`src/b64e_pkg.sv`:
```
`timescale 1ns / 1ps
`default_nettype none
// ----------------------------------------------------------------------------
// b64e_pkg: shared types and constants of the base64 stream encoder
// Group record, queue status, queue sizing and the alphabet lookup.
// ----------------------------------------------------------------------------
package b64e_pkg;

	localparam int GQ_DEPTH = 2;
	localparam int GQ_PTR_W = (GQ_DEPTH > 1) ? $clog2(GQ_DEPTH) : 1;
	localparam int GQ_CNT_W = $clog2(GQ_DEPTH + 1);

	localparam logic [7:0] PAD_CHAR = 8'h3D;

	// Byte count of a group as carried to the back end
	localparam logic [1:0] NB_ONE   = 2'd1;
	localparam logic [1:0] NB_TWO   = 2'd2;
	localparam logic [1:0] NB_THREE = 2'd3;

	typedef struct packed {
		logic [7:0] b0;
		logic [7:0] b1;
		logic [7:0] b2;
		logic [1:0] nbytes;
		logic       last;
	} group_t;

	typedef struct packed {
		logic full;
		logic empty;
	} q_stat_t;

	// Map a 6-bit index onto the standard alphabet A-Z a-z 0-9 + /
	function automatic logic [7:0] enc_char(input logic [5:0] idx);
		logic [7:0] ch;
		if (idx < 6'd26) begin
			ch = 8'(idx) + 8'd65;
		end else if (idx < 6'd52) begin
			ch = 8'(idx) + 8'd71;
		end else if (idx < 6'd62) begin
			ch = 8'(idx) - 8'd4;
		end else if (idx == 6'd62) begin
			ch = 8'h2B;
		end else begin
			ch = 8'h2F;
		end
		return ch;
	endfunction

endpackage
`default_nettype wire

```
`src/base64_stream_encoder.sv`:
```
`timescale 1ns / 1ps
`default_nettype none
// ----------------------------------------------------------------------------
// base64_stream_encoder: streaming base64 encoder, standard alphabet
// Byte in, one ASCII character out per request, '=' padding on the last group.
// ----------------------------------------------------------------------------
// Output: the byte that closes a group writes it into the group queue,
//   and its first character is then loaded into the output register.
// Throughput: four characters per group, one per cycle unless the queue is
//   empty or out_ready holds the output; input takes one byte per cycle
//   until the two-entry group queue is full.
// Reset: arst_n clears fill count, queue pointers, character counter and valid.
// ----------------------------------------------------------------------------
module base64_stream_encoder (
	input  wire logic       clk,
	input  wire logic       arst_n,
	input  wire logic       in_valid,
	output logic            in_ready,
	input  wire logic [7:0] data_byte,
	input  wire logic       is_final,
	output logic            out_valid,
	input  wire logic       out_ready,
	output logic [7:0]      out_char,
	output logic            out_last
);

	b64e_pkg::q_stat_t q_stat;
	b64e_pkg::group_t  push_grp;
	b64e_pkg::group_t  head_grp;
	logic              grp_push;
	logic              grp_pop;

	// Front: gather bytes, close a group on the third byte or the final one
	b64e_front u_front (
		.clk       (clk),
		.arst_n    (arst_n),
		.in_valid  (in_valid),
		.in_ready  (in_ready),
		.data_byte (data_byte),
		.is_final  (is_final),
		.q_stat    (q_stat),
		.grp_push  (grp_push),
		.grp_data  (push_grp)
	);

	// Queue: decouple byte intake from character output
	b64e_grp_fifo u_fifo (
		.clk       (clk),
		.arst_n    (arst_n),
		.push      (grp_push),
		.push_data (push_grp),
		.pop       (grp_pop),
		.pop_data  (head_grp),
		.stat      (q_stat)
	);

	// Back: emit four characters per group, pad past the real bytes
	b64e_back u_back (
		.clk       (clk),
		.arst_n    (arst_n),
		.q_stat    (q_stat),
		.grp       (head_grp),
		.grp_pop   (grp_pop),
		.out_valid (out_valid),
		.out_ready (out_ready),
		.out_char  (out_char),
		.out_last  (out_last)
	);

	// Never push into a full queue
	a_no_push_full: assert property (@(posedge clk) disable iff (!arst_n)
		grp_push |-> !q_stat.full)
		else $error("group pushed into full queue");

	// Never pop an empty queue
	a_no_pop_empty: assert property (@(posedge clk) disable iff (!arst_n)
		grp_pop |-> !q_stat.empty)
		else $error("group popped from empty queue");

	// A popped group always leaves a valid character behind
	a_pop_gives_char: assert property (@(posedge clk) disable iff (!arst_n)
		grp_pop |=> out_valid)
		else $error("group popped without character output");

	// The last mark only rides on a character after a full four-char group
	a_last_is_valid: assert property (@(posedge clk) disable iff (!arst_n)
		out_last && out_valid |-> $past(grp_pop) || $stable(out_char))
		else $error("last mark without group end");

endmodule
`default_nettype wire

```
`src/b64e_front.sv`:
```
`timescale 1ns / 1ps
`default_nettype none
// ----------------------------------------------------------------------------
// b64e_front: byte gatherer
// Collects raw bytes into groups of up to three and pushes each closed group.
// ----------------------------------------------------------------------------
module b64e_front (
	input  wire logic              clk,
	input  wire logic              arst_n,
	input  wire logic              in_valid,
	output logic                   in_ready,
	input  wire logic [7:0]        data_byte,
	input  wire logic              is_final,
	input  wire b64e_pkg::q_stat_t q_stat,
	output logic                   grp_push,
	output b64e_pkg::group_t       grp_data
);

	logic [7:0] pend0_q;
	logic [7:0] pend1_q;
	logic [1:0] fill_q;
	logic       accept;

	assign in_ready = !q_stat.full;
	assign accept   = in_valid && in_ready;

	always_comb begin
		grp_push = 1'b0;
		grp_data = '{b0: data_byte, b1: 8'd0, b2: 8'd0,
			nbytes: b64e_pkg::NB_ONE, last: is_final};
		if (accept) begin
			priority if (fill_q == 2'd2) begin
				grp_push = 1'b1;
				grp_data = '{b0: pend0_q, b1: pend1_q, b2: data_byte,
					nbytes: b64e_pkg::NB_THREE, last: is_final};
			end else if (is_final && fill_q == 2'd1) begin
				grp_push = 1'b1;
				grp_data = '{b0: pend0_q, b1: data_byte, b2: 8'd0,
					nbytes: b64e_pkg::NB_TWO, last: 1'b1};
			end else if (is_final) begin
				grp_push = 1'b1;
			end
		end
	end

	always_ff @(posedge clk or negedge arst_n) begin
		if (!arst_n) begin
			fill_q <= 2'd0;
		end else if (accept) begin
			if (grp_push) begin
				fill_q <= 2'd0;
			end else begin
				fill_q <= fill_q + 2'd1;
			end
		end
	end

	// hold pending bytes; slot chosen by fill count
	always_ff @(posedge clk) begin
		if (accept && !grp_push) begin
			if (fill_q == 2'd0) begin
				pend0_q <= data_byte;
			end else begin
				pend1_q <= data_byte;
			end
		end
	end

endmodule
`default_nettype wire

```
`src/b64e_grp_fifo.sv`:
```
`timescale 1ns / 1ps
`default_nettype none
// ----------------------------------------------------------------------------
// b64e_grp_fifo: group queue
// Short queue of closed groups between gatherer and character emitter.
// ----------------------------------------------------------------------------
module b64e_grp_fifo (
	input  wire logic             clk,
	input  wire logic             arst_n,
	input  wire logic             push,
	input  wire b64e_pkg::group_t push_data,
	input  wire logic             pop,
	output b64e_pkg::group_t      pop_data,
	output b64e_pkg::q_stat_t     stat
);

	b64e_pkg::group_t                  mem_q [b64e_pkg::GQ_DEPTH];
	logic [b64e_pkg::GQ_PTR_W-1:0]     wr_ptr_q;
	logic [b64e_pkg::GQ_PTR_W-1:0]     rd_ptr_q;
	logic [b64e_pkg::GQ_CNT_W-1:0]     cnt_q;

	localparam logic [b64e_pkg::GQ_PTR_W-1:0] PTR_LAST =
		b64e_pkg::GQ_PTR_W'(b64e_pkg::GQ_DEPTH - 1);
	localparam logic [b64e_pkg::GQ_CNT_W-1:0] CNT_FULL =
		b64e_pkg::GQ_CNT_W'(b64e_pkg::GQ_DEPTH);

	assign stat.full  = (cnt_q == CNT_FULL);
	assign stat.empty = (cnt_q == '0);
	assign pop_data   = mem_q[rd_ptr_q];

	always_ff @(posedge clk or negedge arst_n) begin
		if (!arst_n) begin
			wr_ptr_q <= '0;
			rd_ptr_q <= '0;
			cnt_q    <= '0;
		end else begin
			if (push) begin
				wr_ptr_q <= (wr_ptr_q == PTR_LAST) ? '0 : wr_ptr_q + 1'b1;
			end
			if (pop) begin
				rd_ptr_q <= (rd_ptr_q == PTR_LAST) ? '0 : rd_ptr_q + 1'b1;
			end
			if (push && !pop) begin
				cnt_q <= cnt_q + 1'b1;
			end else if (pop && !push) begin
				cnt_q <= cnt_q - 1'b1;
			end
		end
	end

	always_ff @(posedge clk) begin
		if (push) begin
			mem_q[wr_ptr_q] <= push_data;
		end
	end

endmodule
`default_nettype wire

```
`src/b64e_back.sv`:
```
`timescale 1ns / 1ps
`default_nettype none
// ----------------------------------------------------------------------------
// b64e_back: character emitter
// Walks the head group one char per unstalled cycle into the output register.
// ----------------------------------------------------------------------------
module b64e_back (
	input  wire logic              clk,
	input  wire logic              arst_n,
	input  wire b64e_pkg::q_stat_t q_stat,
	input  wire b64e_pkg::group_t  grp,
	output logic                   grp_pop,
	output logic                   out_valid,
	input  wire logic              out_ready,
	output logic [7:0]             out_char,
	output logic                   out_last
);

	logic [1:0] pos_q;
	logic       valid_q;
	logic [7:0] char_q;
	logic       last_q;
	logic       load;
	logic [5:0] idx;
	logic [7:0] next_char;

	assign load    = !q_stat.empty && (!valid_q || out_ready);
	assign grp_pop = load && (pos_q == 2'd3);

	always_comb begin
		unique case (pos_q)
			2'd0: idx = grp.b0[7:2];
			2'd1: idx = {grp.b0[1:0], grp.b1[7:4]};
			2'd2: idx = {grp.b1[3:0], grp.b2[7:6]};
			2'd3: idx = grp.b2[5:0];
			default: idx = grp.b2[5:0];
		endcase
		next_char = (pos_q <= grp.nbytes) ? b64e_pkg::enc_char(idx)
			: b64e_pkg::PAD_CHAR;
	end

	always_ff @(posedge clk or negedge arst_n) begin
		if (!arst_n) begin
			pos_q   <= 2'd0;
			valid_q <= 1'b0;
		end else begin
			if (load) begin
				pos_q   <= pos_q + 2'd1;
				valid_q <= 1'b1;
			end else if (out_ready) begin
				valid_q <= 1'b0;
			end
		end
	end

	always_ff @(posedge clk) begin
		if (load) begin
			char_q <= next_char;
			last_q <= grp.last && (pos_q == 2'd3);
		end
	end

	assign out_valid = valid_q;
	assign out_char  = char_q;
	assign out_last  = last_q;

endmodule
`default_nettype wire

```
`config.mk`:
```
export PLATFORM = sky130hd
export DESIGN_NAME = base64_stream_encoder
export DESIGN_NICKNAME = d
export VERILOG_FILES = /design/src/b64e_pkg.sv /design/src/base64_stream_encoder.sv /design/src/b64e_front.sv /design/src/b64e_grp_fifo.sv /design/src/b64e_back.sv
export SDC_FILE = /design/constraint.sdc
export NUM_CORES = 1
export LEC_CHECK = 0
export BUFFER_PORTS_ARGS = -buffer_cell sky130_fd_sc_hd__buf_4
export CAP_MARGIN = 0
export CORE_MARGIN = 5
export CORE_UTILIZATION = 38
export DETAILED_ROUTE_END_ITERATION = 8
export SYNTH_ARGS = -nofsm -noshare
export SYNTH_HDL_FRONTEND = slang
export SYNTH_SLANG_ARGS = --single-unit
```
`constraint.sdc`:
```
create_clock -name clk -period 8.65 [get_ports clk]
set_input_delay 1.2975 -clock clk [delete_from_list [all_inputs] [get_ports clk]]
set_output_delay 1.2975 -clock clk [all_outputs]
set_load 0.005 [all_outputs]
```
==> results_dict.tcl, run 1 <==
set metrics [dict create \
    outcome "finished clean" \
    combPwrFrac_pct 47.1 \
    post-route-drc-count 0 \
    ant_nets 0 \
    rr_worst_depth 11 \
    clk_pin_slew_ns 0.10 \
    core_sq_um 10400 \
    grt_setup_unrepaired "false" \
    critPathKind "flip-flop to flip-flop" \
    ctsResizeCount 0 \
    yosys.area_share.simple_pct 12.8 \
    hold_class "flip-flop to flip-flop" \
    crit_fanout 12 \
    grt_first_pass_wirelength_mm 12.4 \
    layout_setup_ws_ns 5.51 \
    finalCritPeriodShare_pct 36.3 \
    avgSynthCellArea_sq_um 13.1 \
    preCtsSetupSlack_ns 5.33 \
    synth_xor_xnor_area_share_pct 1.73 \
    worstHoldPathCells 1 \
    ys_seq_area_share_pct 64.3 \
    worstSetupStartpointType "flip-flop" \
    mostFrequentLayoutCell "edfxtp_1" \
    dieArea_sq_um 12800 \
    cts_max_path_buffers 2 \
    worstSkewPairLatency_ns 0.36 \
    io_buffers 23 \
    synth_top_family_by_area "simple AND/OR/NAND/NOR gates" \
    synthArstFlopShare_pct 10.2 \
    cts_tree "done" \
    dr_total_vias 2425 \
    cts-root-buf "clkbuf_8" \
    final-seq-area_sq_um 2600 \
    r2r-start "u_back.pos_q[1]" \
    whs_endpoint "u_fifo.cnt_q[1]" \
    area_delta_synth_final_pct 12.4 \
    numClockSinks 88 \
    crit_buf_inv 2 \
    max_stage_delay_ns 0.50 \
    grtUsageTotal_pct 12.2 \
    crit_family "simple AND/OR/NAND/NOR gates" \
    fmax_mhz 319 \
    yosys_warnings 0 \
    worstHoldStart "u_fifo.cnt_q[1]" \
    cp_slowest_cell "ha_1" \
    endpoint_kind "flip-flop" \
    final_nets 365 \
    h-tree-depth 3 \
    mostFrequentLayoutCells "edfxtp_1 (79), nand2_1 (50), buf_4 (25), ha_1 (17), inv_1 (15)" \
    p_seq_share_pct 37.3 \
    finalWeightedCongestion 0.791 \
    post_cts_buffers 0 \
    synth_flop_cell "edfxtp_1" \
    maxCapViolCount 0 \
    switching_share_pct 40.8 \
    grt_pass1_vias 2431 \
    postPlaceCellArea_sq_um 4350 \
    worst_pin_slew_ns 1.18 \
    tns_ns 0 \
    synth-seq-cells 88 \
    yosysUniqueCellTypes 47 \
    vdd_drop_max_mv 0.148 \
    dpl.hpwl_mm 5.25 \
    setup_viol 0 \
    initial_core_util_pct 39.0 \
    wl_per_cell_um 15.5 \
    diodes 0 \
    wl_mm 7.37 \
    synth_fa_ha_area_share_pct 5.26 \
    drtPass1Iterations 4 \
    num_io_pins 24 \
    layout-drive-gt1-share_pct 16.5 \
    syn_inst 308 \
    synthMuxAreaShare_pct 2.79 \
    holdBufCountCts 0 \
    ff2ff_setup_slack_ns 5.51 \
    rows 37 \
    cts_made_buffers 9 \
    die_x_um 113 \
    p_leak_nw 1.70 \
    slew_headroom_pct 21.5 \
    cp.required_ns 8.87 \
    gr-total-overflow 0 \
    hold_slack_ns 0.500 \
    period_minus_slack_ns 3.14 \
    switchingPower_uw 717 \
    synth_edf_count 79 \
    antenna_found_initial 0 \
    grt_max_degree 28 \
    p_clk_share_pct 15.6 \
    finalPower_mw 1.76 \
    synth_compound_area_share_pct 10.2 \
    power-per-cell-area_nw_per_um2 387 \
    crit_arrival_ns 3.35 \
    cp_cell_sequence "inv_1 -> ha_1 -> a22oi_1 -> a32oi_1 -> nand2_2 -> inv_1 -> ha_1 -> nand3_2 -> or4_1 -> o211a_1 -> o211ai_2" \
    vias_per_cell 5.09 \
    fin_area_sq_um 4540 \
    multi_input_area_sq_um 1330 \
    hold_viol 0 \
    synth_nets 338 \
    die_height_um 113 \
    slew_viol_final 0 \
    r2r-end "u_back.out_char[2]" \
    clock_skew_ns 0.00581 \
    num-fill-cells 986 \
    drtIter0Drc 111 \
    p_int_mw 1.04 \
    syn_area_sq_um 4040 \
]
==> metal layers <==
| layer | vias up | wire length [um] | track usage (%) |
|---|---|---|---|
| met5 | - | 0 | 0 |
| met1 | 1179 | 3580 | 16.1 |
| met4 | 0 | 131 | 4.33 |
| met3 | 12 | 277 | 2.51 |
| li1 | 1192 | - | - |
| met2 | 42 | 3380 | 19.8 |
==> sequential cells by signal, indices dropped and copies added, names as in the netlist, 2 cells and up <==
| name | flops |
|---|---|
| u_back.out_char | 8 |
| u_back.pos_q | 2 |
| u_fifo.cnt_q | 2 |
| u_fifo.mem_q | 54 |
| u_front.fill_q | 2 |
| u_front.pend0_q | 8 |
| u_front.pend1_q | 8 |
==> cell families after synthesis <==
group	after synthesis
adders and majority gates	17
buffers and inverters	25
and+or+nand+nor	108
xor gates and xnor gates	8
muxes	11
AOI/OAI and AO/OA	51
DFF	88
==> synth_stat cells, types with 2 or more instances <==
cell	n	area (sq um)
xor2_1	4	35.0
clkbuf_1	4	15.0
inv_1	15	56.3
and3_1	2	12.5
mux2i_1	9	90.1
nand2_1	50	188
a22o_1	8	70.1
a21oi_1	6	30.0
nand2b_1	3	18.8
and4_1	2	17.5
nand2_2	3	18.8
buf_2	2	10.0
and2_1	9	56.3
or3_1	2	12.5
ha_1	17	213
dfrtp_1	9	225
edfxtp_1	79	2370
nor3_1	3	15.0
a31oi_1	3	18.8
nand4_1	2	12.5
nor2b_1	3	18.8
xnor2_1	4	35.0
o21ai_0	7	35.0
nand3_1	13	65.1
nand3_2	2	20.0
mux2_2	2	22.5
a22oi_1	12	90.1
a311oi_1	2	17.5
nor2_1	11	41.3
a32oi_1	2	17.5
a32oi_2	2	32.5
==> final cells by class <==
| type | instances | area share [%] |
|---|---|---|
| Inverter | 16 | 1.32 |
| Tap cell | 136 | 3.74 |
| Sequential cell | 88 | 57.2 |
| Timing Repair Buffer | 25 | 4.13 |
| Clock buffer | 9 | 2.73 |
| Clock inverter | 7 | 1.62 |
| Multi-Input combinational cell | 195 | 29.3 |
==> worst register-to-register path, cell delays in order (launching register included) <==
cell	delay, ns
dfrtp_1	0.44
inv_1	0.12
ha_1	0.50
a22oi_1	0.18
a32oi_1	0.27
nand2_2	0.19
inv_1	0.10
ha_1	0.27
nand3_2	0.15
or4_1	0.50
o211a_1	0.16
o211ai_2	0.14
==> power by group through the flow <==
stage | clock network, mW | registers (mW) | logic, mW
final | 0.275 | 0.656 | 0.829
after detailed placement | 0 | 0.667 | 0.826
after floorplan | 0 | 0.651 | 0.631
after CTS | 0.282 | 0.658 | 0.829
after global placement | 0 | 0.665 | 0.818
after global routing | 0.300 | 0.667 | 0.925
==> worst max-delay path by stage <==
stage,startpoint,end,slack [ns],depth (start not counted)
after global placement,out_ready,u_fifo.cnt_q[1],5.39,8
after detailed placement,out_ready,u_fifo.cnt_q[1],5.33,7
after global routing,u_back.pos_q[0],u_back.out_char[2],5.26,11
after CTS,u_back.pos_q[0],u_back.out_char[2],5.52,11
after floorplan,in_valid,u_fifo.mem_q[0][0],4.86,2
final,u_back.pos_q[1],u_back.out_char[2],5.51,11
==> per-stage QoR <==
stage	utilization [%]	instances
2_1_floorplan	-	308
3_3_place_gp	41.9	460
3_5_place_dp	41.9	460
4_1_cts	43.8	476
5_1_grt	43.8	476
6_report	43.8	476
(Power assumes the default switching activity.)
==> run 2, diff against run 1 <==
--- a/config.mk
+++ b/config.mk
@@ -5,6 +5,7 @@
 export SDC_FILE = /design/constraint.sdc
 export NUM_CORES = 1
 export LEC_CHECK = 0
+export ABC_AREA = 1
 export BUFFER_PORTS_ARGS = -buffer_cell sky130_fd_sc_hd__buf_4
 export CAP_MARGIN = 0
 export CORE_MARGIN = 5
==> constraint.sdc (replaced) <==
create_clock -name clk -period 2.6 [get_ports clk]
set_input_delay 0.39 -clock clk [delete_from_list [all_inputs] [get_ports clk]]
set_output_delay 0.39 -clock clk [all_outputs]
set_load 0.005 [all_outputs]
==> run 2 against run 1 <==
Compared with the run above: clock skew grew 0.0032 ns; routed wire length grew 13%; flip-flop and latch count is the same; highest routed layer unchanged; largest power group unchanged; global-route usage grew 1.0 points; core utilization grew 1.3 points; via count grew 18%; largest cell class unchanged; sequential power grew to 3.3 times the previous value.
==> results_dict.tcl, run 2 <==
set metrics [dict create \
    clock_skew_ns 0.00901 \
    gr-total-overflow 0 \
    synth-seq-cells 88 \
    regMostFlops "u_fifo.mem_q" \
    yosysMostFrequentCell "nand2_1" \
    syn_inst 420 \
    dpl.hpwl_mm 5.99 \
    yosysUniqueCellTypes 32 \
    fmax_mhz 424 \
    fin_area_sq_um 5080 \
    multi_input_area_sq_um 1460 \
    crit_fanout 12 \
    syn_area_sq_um 4320 \
    cts_max_path_buffers 2 \
    crit_arrival_ns 2.45 \
    worstSetupStartpointType "flip-flop" \
    cts_made_buffers 9 \
    slew_headroom_pct 72.1 \
    initial_core_util_pct 38.3 \
    numClockSinks 88 \
    h-tree-depth 3 \
    wl_per_cell_um 13.6 \
    post-route-drc-count 0 \
    dr_total_vias 2872 \
    layout-drive-gt1-share_pct 19.7 \
    wl_mm 8.31 \
    diodes 0 \
    ys_seq_area_share_pct 60.2 \
    grt_max_degree 28 \
    power-per-cell-area_nw_per_um2 1370 \
    synth_nets 450 \
    setup_viol 0 \
    hold_slack_ns 0.236 \
    core_sq_um 11300 \
    final-seq-area_sq_um 2600 \
    dieArea_sq_um 13600 \
    clk_pin_slew_ns 0.07 \
    synth_edf_count 79 \
    synthArstFlopShare_pct 10.2 \
    die_height_um 117 \
    grt_pass1_vias 2810 \
    cts_tree "done" \
    mostFrequentLayoutCells "nand2_1 (118), edfxtp_1 (79), inv_1 (45), buf_4 (41), nand3_1 (30)" \
    rows 39 \
    grt_first_pass_wirelength_mm 13.7 \
    slew_viol_final 0 \
    endpoint_kind "flip-flop" \
    hold_viol 0 \
    yosys.area.top_type "edfxtp_1" \
    avgSynthCellArea_sq_um 10.3 \
    postPlaceCellArea_sq_um 4730 \
    finalCritPeriodShare_pct 90.6 \
    p_leak_nw 2.16 \
    vdd_drop_max_mv 0.655 \
    largest_reg_flops 54 \
    yosys.area.top_type_share_pct 54.9 \
    finalPower_mw 6.96 \
    yosys_warnings 0 \
    final_nets 492 \
    outcome "finished clean" \
    cp.required_ns 2.69 \
    antenna_found_initial 0 \
    synth_common_cells "nand2_1 (119), edfxtp_1 (79), inv_1 (45), nand3_1 (30), nor2_1 (24)" \
    num-fill-cells 1037 \
    drtIter0Drc 103 \
    area_delta_synth_final_pct 17.7 \
    period_minus_slack_ns 2.36 \
    drtPass1Iterations 4 \
    worstSkewPairLatency_ns 0.34 \
    hold_class "primary input to flip-flop" \
    mostFrequentLayoutCell "nand2_1" \
    synth_flop_cell "edfxtp_1" \
    ant_nets 0 \
    critPathKind "flip-flop to flip-flop" \
    synth.area.top_cells "edfxtp_1 (55%), nand2_1 (10%), dfrtp_1 (5.2%), ha_1 (4.9%), inv_1 (3.9%)" \
    io_buffers 23 \
    grtUsageTotal_pct 13.2 \
    cts-root-buf "clkbuf_16" \
    maxCapViolCount 0 \
    num_io_pins 24 \
    worst_pin_slew_ns 0.419 \
    finalWeightedCongestion 0.799 \
    die_x_um 117 \
    vias_per_cell 4.71 \
]
[run 2: cell types whose count changed in the layout (fill, tap and decap cells not counted), sizes merged, moves of 8 or more]
cell | previous run | this run
o21ai | 7 | 30
nand2 | 53 | 131
nor2 | 11 | 25
buf | 25 | 42
and2 | 10 | 0
a22o | 8 | 0
a22oi | 12 | 1
nand3 | 15 | 32
a21oi | 6 | 15
inv | 18 | 54
mux2i | 9 | 1
[run 2: logic make-up (layout without fill, tap and decap cells)]
kind of cell,count (synthesis),count (layout),share of synthesized area (%)
AO/OA/AOI/OAI,51,51,6.55
adder cells (fa/ha/maj),17,17,4.93
XOR/XNOR,7,7,1.42
buffers and inverters,62,109,6.64
flip-flops,88,88,60.2
multiplexers,1,1,0.232
AND/OR/NAND/NOR,194,194,20.1
[run 2: worst max-delay path, stage by stage (launching register included)]
cell     delay (ns)
dfrtp_2        0.45
inv_1          0.11
ha_1           0.20
buf_12         0.14
nand2_1        0.05
nand2_1        0.05
inv_1          0.03
nand2_1        0.07
nand2_1        0.06
nand2_1        0.09
nand2_1        0.08
ha_1           0.22
inv_1          0.10
a21oi_2        0.08
inv_1          0.05
nand2_1        0.04
nand3_1        0.08
nand2_1        0.05
nand2_1        0.05
nand3_1        0.07
[run 2: area by class of cell]
cell class              count  area share (%)
clock buffers               9            4.43
multi-input cells         270            28.7
repair buffers             43            6.65
clock inverters             7            1.87
well taps                 143            3.52
inverters                  50            3.69
flip-flops and latches     88            51.1
[run 2: final timing paths]
| kind | start | to | slack, ns | cells after the start |
|---|---|---|---|---|
| setup / recovery | u_back.pos_q[1] | u_back.out_char[4] | 0.24 | 19 |
| hold reg to reg | u_fifo.cnt_q[0] | u_fifo.cnt_q[0] | 0.47 | 1 |
| min in group asynchronous | arst_n | u_front.fill_q[1] | 0.41 | 2 |
| setup reg to reg | u_back.pos_q[1] | u_back.out_char[4] | 0.24 | 19 |
| hold / removal | data_byte[4] | u_front.pend1_q[4] | 0.24 | 1 |
| max in group asynchronous | arst_n | u_back.pos_q[1] | 2.03 | 2 |
[run 2: where the power goes]
part	leakage [nW]	switching [mW]	total, mW	internal, mW
registers	0.839	0.118	2.15	2.03
logic	1.16	2.14	3.43	1.29
clock network	0.157	0.604	1.38	0.776
[run 2: metrics by stage]
step	TNS [ns]	utilization [%]	instances	worst slack, ns
2_1_floorplan	0	-	420	0.191
3_3_place_gp	0	42.0	593	0.163
3_5_place_dp	0	42.0	593	0.0555
4_1_cts	0	44.9	610	0.0620
5_1_grt	-0.00426	45.1	610	-0.00426
6_report	0	45.1	610	0.244
[run 2: per-layer routing]
metal / up-vias / wire [um] / track usage (%)
li1: 1486 / - / -
met1: 1330 / 4030 / 17.3
met2: 42 / 3900 / 21.5
met3: 14 / 222 / 2.49
met4: 0 / 155 / 5.12
met5: - / 0 / 0
[run 2: timing repair]
action	in CTS	in global routing
hold buffers	1	0
endpoints found under the hold margin	9	0
endpoints found under the setup margin	0	7
setup buffers	0	0
resized for setup	0	6
